$ cat src/sv/pogs_mul.sv
// Shared 32 by 32 unsigned multiplier with a registered product.
// No dependencies; used by the stamper sequencer for its 32-bit products.
module pogs_mul (
  input  logic        clk_i,
  input  logic [31:0] a_i,
  input  logic [31:0] b_i,
  output logic [63:0] p_o
);

  logic [63:0] p_q;

  always_ff @(posedge clk_i) begin
    p_q <= 64'(a_i) * 64'(b_i);
  end

  assign p_o = p_q;

endmodule

$ cat config.mk
export PLATFORM = sky130hd
export DESIGN_NAME = pogs_mul
export DESIGN_NICKNAME = d
export VERILOG_FILES = /design/src/sv/pogs_mul.sv
export SDC_FILE = /design/constraint.sdc
export NUM_CORES = 2
export LEC_CHECK = 0
export BUFFER_PORTS_ARGS = -buffer_cell sky130_fd_sc_hd__buf_2
export CORE_ASPECT_RATIO = 0.5
export CORE_MARGIN = 4
export CORE_UTILIZATION = 39
export DETAILED_ROUTE_END_ITERATION = 7
export GPL_ROUTABILITY_DRIVEN = 1
export MAX_ROUTING_LAYER = met4
export PLACE_DENSITY = 0.64
export SLEW_MARGIN = 20
export SYNTH_ARGS = -nofsm -noshare
export SYNTH_HDL_FRONTEND = slang
export SYNTH_SLANG_ARGS = --single-unit
export TNS_END_PERCENT = 5
$ cat constraint.sdc
create_clock -name clk_i -period 20 [get_ports clk_i]
set_input_delay 4 -clock clk_i [delete_from_list [all_inputs] [get_ports clk_i]]
set_output_delay 4 -clock clk_i [all_outputs]
set_load 0.1 [all_outputs]
==> results.json <==
{
  "slew_headroom": 0.3960,
  "placed_cells": 4832,
  "synth_fp_nets": 4972,
  "nets": 4897,
  "seqCellArea_um2": 1281,
  "fp.coreArea_um2": 87100,
  "synth-simple-area-share": 0.1762,
  "clk_pin_slew_ns": 0.06,
  "synth_warnings": 0,
  "status": "finished, final reports clean",
  "synth.distinct_cells": 57,
  "multiInputGateArea_um2": 29310,
  "drc": 0,
  "root_buffer": "clkbuf_16",
  "tightest_slew_ns": 0.8999,
  "drive_gt1_frac": 0.04513,
  "cts_inserted_buffers": 9,
  "fill_cells": 8641,
  "fmax_ghz": 0.08568,
  "synth_top_cell_by_area": "fa_1",
  "ys_seq_elements": 64,
  "synth.avg_cell_area_um2": 9.252,
  "rsz0062_at_grt": "false",
  "fin_crit_sh": 0.5836,
  "vias_per_cell": 5.110,
  "clock_sinks": 64,
  "ys.flop_type": "dfxtp_1",
  "track_usage": 0.2077,
  "cp_common_cell": "fa_1",
  "grt_pass1_vias": 27640,
  "startpoint_type": "primary input",
  "slowest_delay_ns": 0.61,
  "fp.dieW_um": 429.7,
  "io_pins": 129,
  "port_buffers": 128,
  "areaGrowthSynthToFinish_pct": 4.709,
  "drt-total-wl_um": 90980,
  "drv_slew": 0,
  "cts_buffer_depth": 2,
  "finalHoldViolations": 0,
  "synth_area_um2": 34680,
  "crit_type": "primary input to flip-flop",
  "ys_seq_area_frac": 0.03695,
  "rows": 76,
  "crit_arrival_ns": 11.97,
  "synth_top_family_by_area": "adder cells",
  "grt_max_degree": 33,
  "die_h_um": 218.8,
  "synth_top_area_frac": 0.5173,
  "wl_per_cell_um": 18.75,
  "synth_area_leaders": "fa_1 (52%), and2_1 (11%), ha_1 (9.5%), inv_1 (9.4%), nand2_1 (5.2%)",
  "max_cap_violations": 0,
  "synth_compound_area_frac": 0.04153,
  "instances_no_fill": 4852,
  "synth-xor-area-share": 0.01515,
  "slowest_stage": "fa_1",
  "hold_buffers": 0,
  "synth_common_cells": "fa_1 (896), inv_1 (865), and2_1 (602)",
  "grt_overflow": 0,
  "cts_tree": "yes",
  "worstPathCellList": "buf_2, nand2_1, fa_1, inv_1, fa_1, inv_1, fa_1, inv_1, fa_1, fa_1, fa_1, fa_1, inv_1, fa_1, inv_1, ha_1, nand4_1, nor3_1, o2111ai_1, a31oi_1, a31o_2, a211oi_1, o21ai_1, xor2_1",
  "post_cts_buffers": 0,
  "dr.first_iter.drc_count": 1464,
  "largest_register_ffs": 64,
  "dr.pass1.iters": 5,
  "synth_mux_area_frac": 0.0002887,
  "antenna_found_initial": 3,
  "dieArea_um2": 94040,
  "final_util": 0.4168,
  "end_kind": "flip-flop",
  "async_flop_share": 0,
  "cts.repair.resized": 0,
  "synth.most_common_cell": "fa_1",
  "path_max_fanout": 32,
  "ant_nets": 0,
  "globalplace.congestion": 0.9442,
  "hold_path.class": "primary input to flip-flop",
  "grt_pass1_wl_um": 149500,
  "synth_cells": 3748,
  "synth_fa_ha_area_frac": 0.6122,
  "setup_tns_ns": 0,
  "start_util": 0.3981,
  "cts_max_level": 3,
  "cp.required_ns": 20.30,
  "finalCriticalPeriod_ns": 11.67,
  "synth-edff-count": 0,
  "vias": 24800,
  "hpwl_um": 74390,
  "setup_violations": 0
}
-- per-layer routing --
metal	routed length [um]	track usage	up-vias
li1	-	-	10690
met1	35900	0.2478	13160
met2	47370	0.3685	751
met3	4543	0.02708	196
met4	3162	0.06466	0
met5	0	-	-
-- cells in the final DEF, fill, tap and decap left out, types with 3 or more instances in the layout --
| cell type | netlist | final |
|---|---|---|
| buf_2 | 6 | 128 |
| o21a_1 | 9 | 9 |
| fa_1 | 896 | 896 |
| a21boi_1 | 3 | 3 |
| buf_4 | 0 | 6 |
| and2_1 | 602 | 602 |
| clkbuf_16 | 0 | 9 |
| or4_1 | 3 | 3 |
| or3_1 | 3 | 3 |
| a21oi_2 | 3 | 3 |
| diode_2 | 0 | 4 |
| o21bai_1 | 10 | 10 |
| a211oi_1 | 3 | 3 |
| o21ai_1 | 5 | 5 |
| or2_2 | 3 | 3 |
| a31oi_1 | 12 | 12 |
| and4_1 | 3 | 3 |
| xor2_1 | 25 | 25 |
| a221oi_4 | 3 | 3 |
| nor2_1 | 20 | 20 |
| nand3_1 | 10 | 10 |
| nand4_1 | 23 | 23 |
| ha_1 | 263 | 263 |
| inv_1 | 865 | 865 |
| dfxtp_1 | 64 | 64 |
| o31ai_4 | 3 | 3 |
| o221ai_1 | 3 | 3 |
| xnor2_1 | 35 | 35 |
| nand2_1 | 480 | 480 |
| and3_1 | 14 | 14 |
| nor3_1 | 7 | 7 |
| o21ai_0 | 21 | 21 |
| a21o_1 | 40 | 40 |
| a221o_1 | 4 | 4 |
| a21oi_1 | 63 | 63 |
-- worst max-delay path, delay by kind of cell --
| family | cells | cell delay, ns |
|---|---|---|
| fa+ha+maj | 9 | 4.53 |
| simple gates | 3 | 0.88 |
| compound gates | 5 | 1.54 |
| buf+inv | 6 | 0.83 |
| xor+xnor | 1 | 0.14 |
-- per-stage QoR --
step                area [um^2]  hold WS (ns)  worst slack [ns]
global placement          35990         4.551             8.114
finish                    36310         4.286             8.329
detailed placement        35990         4.550             8.021
CTS                       36300         4.261             8.406
global route              36300         4.276             8.031
floorplan                 34680         4.127             9.247
-- final cells by class --
type / instances / area share
Multi-Input combinational cell: 2599 / 0.8074
Inverter: 865 / 0.08942
Tap cell: 1170 / 0.04032
Sequential cell: 64 / 0.03529
Timing Repair Buffer: 134 / 0.01888
Clock buffer: 11 / 0.006685
Clock inverter: 5 / 0.001757
Antenna cell: 4 / 0.0002757
-- logic make-up (layout without fill, tap and decap cells) --
group	after synthesis	after routing
flip-flops	64	64
adder cells (fa/ha/maj)	1159	1159
other	0	4
AND/OR/NAND/NOR	1177	1177
buffers and inverters	1085	1015
multiplexers	1	1
AO/OA/AOI/OAI	202	202
XOR/XNOR	60	60
-- final timing paths --
check,startpoint,endpoint,slack (ns),cells past startpoint
setup / recovery,a_i[25],p_o[62],8.33,24
hold / removal,a_i[0],p_o[0],4.29,3
Power is not shown: default switching activity piles up to over one toggle a cycle in this logic, so the estimate is an artifact.
