$ cat config.mk
export PLATFORM = sky130hd
export DESIGN_NAME = pogs_ram
export DESIGN_NICKNAME = d
export VERILOG_FILES = /design/src/sv/pogs_ram.sv
export SDC_FILE = /design/constraint.sdc
export NUM_CORES = 2
export LEC_CHECK = 0
export BUFFER_PORTS_ARGS = -buffer_cell sky130_fd_sc_hd__buf_4
export CORE_ASPECT_RATIO = 0.75
export CORE_MARGIN = 2
export CORE_UTILIZATION = 30
export DETAILED_ROUTE_END_ITERATION = 7
export GPL_TIMING_DRIVEN = 0
export HOLD_SLACK_MARGIN = 0.1
export SLEW_MARGIN = 20
export SYNTH_ARGS = -nofsm -noshare
export SYNTH_HDL_FRONTEND = slang
export SYNTH_SLANG_ARGS = --single-unit
export TNS_END_PERCENT = 1
$ cat constraint.sdc
create_clock -name clk_i -period 2.35 [get_ports clk_i]
set_input_delay 0.1175 -clock clk_i [delete_from_list [all_inputs] [get_ports clk_i]]
set_output_delay 0.1175 -clock clk_i [all_outputs]
set_load 0.01 [all_outputs]
$ cat src/sv/pogs_ram.sv
// Generic synchronous RAM with one write port and one registered read port.
// No dependencies; contents are undefined until written.
module pogs_ram #(
  parameter int WIDTH = 8,
  parameter int DEPTH = 256
) (
  input  logic                     clk_i,
  input  logic                     we_i,
  input  logic [$clog2(DEPTH)-1:0] waddr_i,
  input  logic [WIDTH-1:0]         wdata_i,
  input  logic                     re_i,
  input  logic [$clog2(DEPTH)-1:0] raddr_i,
  output logic [WIDTH-1:0]         rdata_o
);

  logic [WIDTH-1:0] mem_q [DEPTH];
  logic [WIDTH-1:0] rdata_q;

  always_ff @(posedge clk_i) begin
    if (we_i) begin
      mem_q[waddr_i] <= wdata_i;
    end
    if (re_i) begin
      rdata_q <= mem_q[raddr_i];
    end
  end

  assign rdata_o = rdata_q;

endmodule

==> results.md <==
- Status: finished, violations left
- Failing checks: setup timing
- Pint: between 50 and 60 mW
- Post-synthesis instance area: approximately 80000 µm²
- Most frequent cells in the layout: edfxtp_1, mux4_2, nor2_1
- Final Hold Fails: 0
- Clock Pin Slew Worst Setup and Hold Paths: roughly 0.060 ns
- Area of the core: between 200000 and 300000 µm²
- Hold path endpoint: mem_q[185][6]
- Die Footprint: ~270000 µm²
- Num CTS Buffers: slightly below 200
- Beginning of the worst register-to-register path: mem_q[80][4]
- CP endpoint kind: register
- Met1 WL: slightly above 100000 µm
- Fin area: slightly above 90000 µm²
- IO buf count: 27
- Share of cells above drive strength 1: between 20% and 30%
- Synth-to-Final Area Change: 16.1%
- Drt via density: between 5 and 6
- H-Tree Depth: 4
- Hold Path Depth: 2
- Total power: roughly 76 mW
- Setup CP Type: in2reg
- Chip Height: 450 µm
- TritonCTS clock tree: yes
- Async S/R FF share, synth: 0%
- NetSw: 17.2 mW
- Register-to-register path setup slack: -0.27 ns
- Post-route clock period utilization: 113%
- RR Endpoint: rdata_o[4]
- Sequential share of power: 53.0%
- Top Ports: 35
- Drt pass-1 iters: 6
- Residual DRC count: 0
- First-pass GRT wire length: roughly 340000 µm
- Routed wl met2: 104000 µm
- Max rail drop VDD: between 0.0006 and 0.0007 V
- Pwr Density: 825 nW/µm²
- Fin crit period: ~2.7 ns
- Initial cell density of the core: 30.2%
- Switching share of power: 22.5%
- Clk Latency, worst-skew pair: approximately 0.84 ns
- Routed WL per cell: ~32 µm
- Placed cell area: ~85000 µm²
- Reg2reg path depth: 5
- Leak pwr: about 28 nW
- Endpoints failing setup: 64
- Synth Register Bits: 2056
- Clk buf depth: 4
- Nets: 4027
- Largest net degree at the start of global routing: approximately 130
- Power share of the clock group: around two fifths
- Post-synth top area share: between 70% and 80%
- Seq/Total Area, Yosys: between 70% and 80%
- Row cnt: about 160
- Met3 routed WL: about 36000 µm
- CP Launch Type: input port
- Worst-path fanout max: 10
- Post-Layout Cell Count: a little under 8000
- HP Start: wdata_i[6]
- Root Buffer: clkbuf_16
- Hpwl dp: around 170000 µm
- Yosys warning count: 0
- Mapped Nets: roughly 3800
- Iteration-0 DRC Markers: just over 7000
- Post-route ant nets: 0
- Clk sinks: between 2000 and 2500
- Fin Clk Skew: roughly 0.035 ns
- Hold WS: 0.141 ns
- Setup TNS: -6.28 ns
- Fill count: 24400
- Grt ovf: 0
- Slew @ Worst Pin: between 1 and 1.5 ns
- Routed WL: approximately 250000 µm
- Die Wd: approximately 600 µm
- Leading area contributor after synthesis: edfxtp_1
- Hold Path Class: in2reg
- CP startpoint: raddr_i[2]
- Commonest non-fill, non-tap cell in the layout: edfxtp_1
- GPL Wtd Cong: approximately 0.95
- Vias in the first global route: just over 40000
- Critical Path RT: a little under 3 ns
- GRT Util Overall: about 18%
- Syn avg cell area: around 21 µm²
- Max Freq: about 370 MHz
- Max Cap Viol: 0
- Final WS setup: -0.317 ns
- Total number of vias: around 42000
- Worst Path Arrival: about 3.2 ns
- Post-synth EDFFs: about 2100
- Ys flop type: edfxtp_1
- Ranking of synthesized cells by area: edfxtp_1, mux4_2, mux2i_1, nor2_1, a22oi_1
- RSZ-0062 raised after global routing: true
- Slew Viols, Final: 0
- Comb pwr share: about 6.2%
- Synth cell types: 54
- Placed instance count: ~7300
- # Post-CTS Setup Buffers: 0
- Top Layer Used: met5
- Initial antenna violation count: 25
- Relative slew margins: between 10% and 20%
- Syn Inst Count: 3733
## repair_timing
item                       4_1_cts  5_1_grt
hold buffers                    10        0
resized for setup              220       31
setup endpoints to repair       56      120
hold endpoints to repair      1140        0
pin swaps                       12        5
## how the worst max path moves through the flow
stage,end,slack (ns),cells after the start
final,rdata_o[4],-0.32,9
after CTS,rdata_o[2],-0.21,5
after floorplan,rdata_o[2],0.16,9
after global placement,rdata_o[7],-3.28,9
after global routing,rdata_o[2],-0.32,5
after detailed placement,rdata_o[2],-2.54,10
## worst max-delay path, cell delays in order
cell and delay, ns:
buf_4 0.15, buf_2 0.45, buf_2 0.58, clkbuf_2 0.55
a221oi_1 0.17, o211ai_1 0.14, nand3_1 0.28, nor4_4 0.61
nor4_4 0.12
## registers in the layout (all words and copies together), names as in the netlist
signal	count
rdata_o	8
mem_q	2048
## cell usage after synthesis, types with 31 or more instances
cell,number
edfxtp_1,2056
a21oi_1,96
o221ai_1,46
nand2_1,33
mux4_2,454
nand3_1,34
clkbuf_1,111
nor2b_1,31
nor2_1,282
buf_2,31
mux2i_1,134
a22oi_1,133
## power by group through the flow
stage	Combinational, mW	Clock [mW]	Sequential [mW]
3_5_place_dp	4.40	0	41.2
5_1_grt	4.86	32.7	40.4
6_report	4.76	31.1	40.4
3_3_place_gp	4.17	0	41.3
4_1_cts	4.65	31.2	40.4
2_1_floorplan	1.96	0	41.3
## cells by family after synthesis
family	count (synthesis)	synth area share [%]
multiplexers	591	14.6
AO/OA/AOI/OAI	385	3.42
AND/OR/NAND/NOR	466	2.63
flip-flops	2056	77.5
buffers and inverters	235	1.83
## layer usage
metal | vias to the layer above | global-route usage (%)
met5 | - | 0.160
met4 | 10 | 5.54
met3 | 434 | 6.42
met2 | 2975 | 24.9
met1 | 22700 | 26.7
li1 | 16200 | -
## metrics by stage
step | util [%] | worst slack, ns
floorplan | - | 0.156
global placement | 32.0 | -3.28
detailed placement | 32.4 | -2.54
CTS | 35.1 | -0.208
global route | 35.1 | -0.315
finish | 35.1 | -0.317
## final cells by class
cell class	instances	area, µm²	area share [%]
timing repair buffer	73	1260	1.37
buffer	232	1670	1.81
clock buffer	230	5030	5.44
clock inverter	105	1010	1.09
inverter	2	7.51	0.00812
multi-input combinational	1442	17300	18.7
tap	3547	4440	4.80
antenna	7	17.5	0.0189
sequential	2056	61700	66.8
No activity file was read; power rests on OpenSTA's default activity.
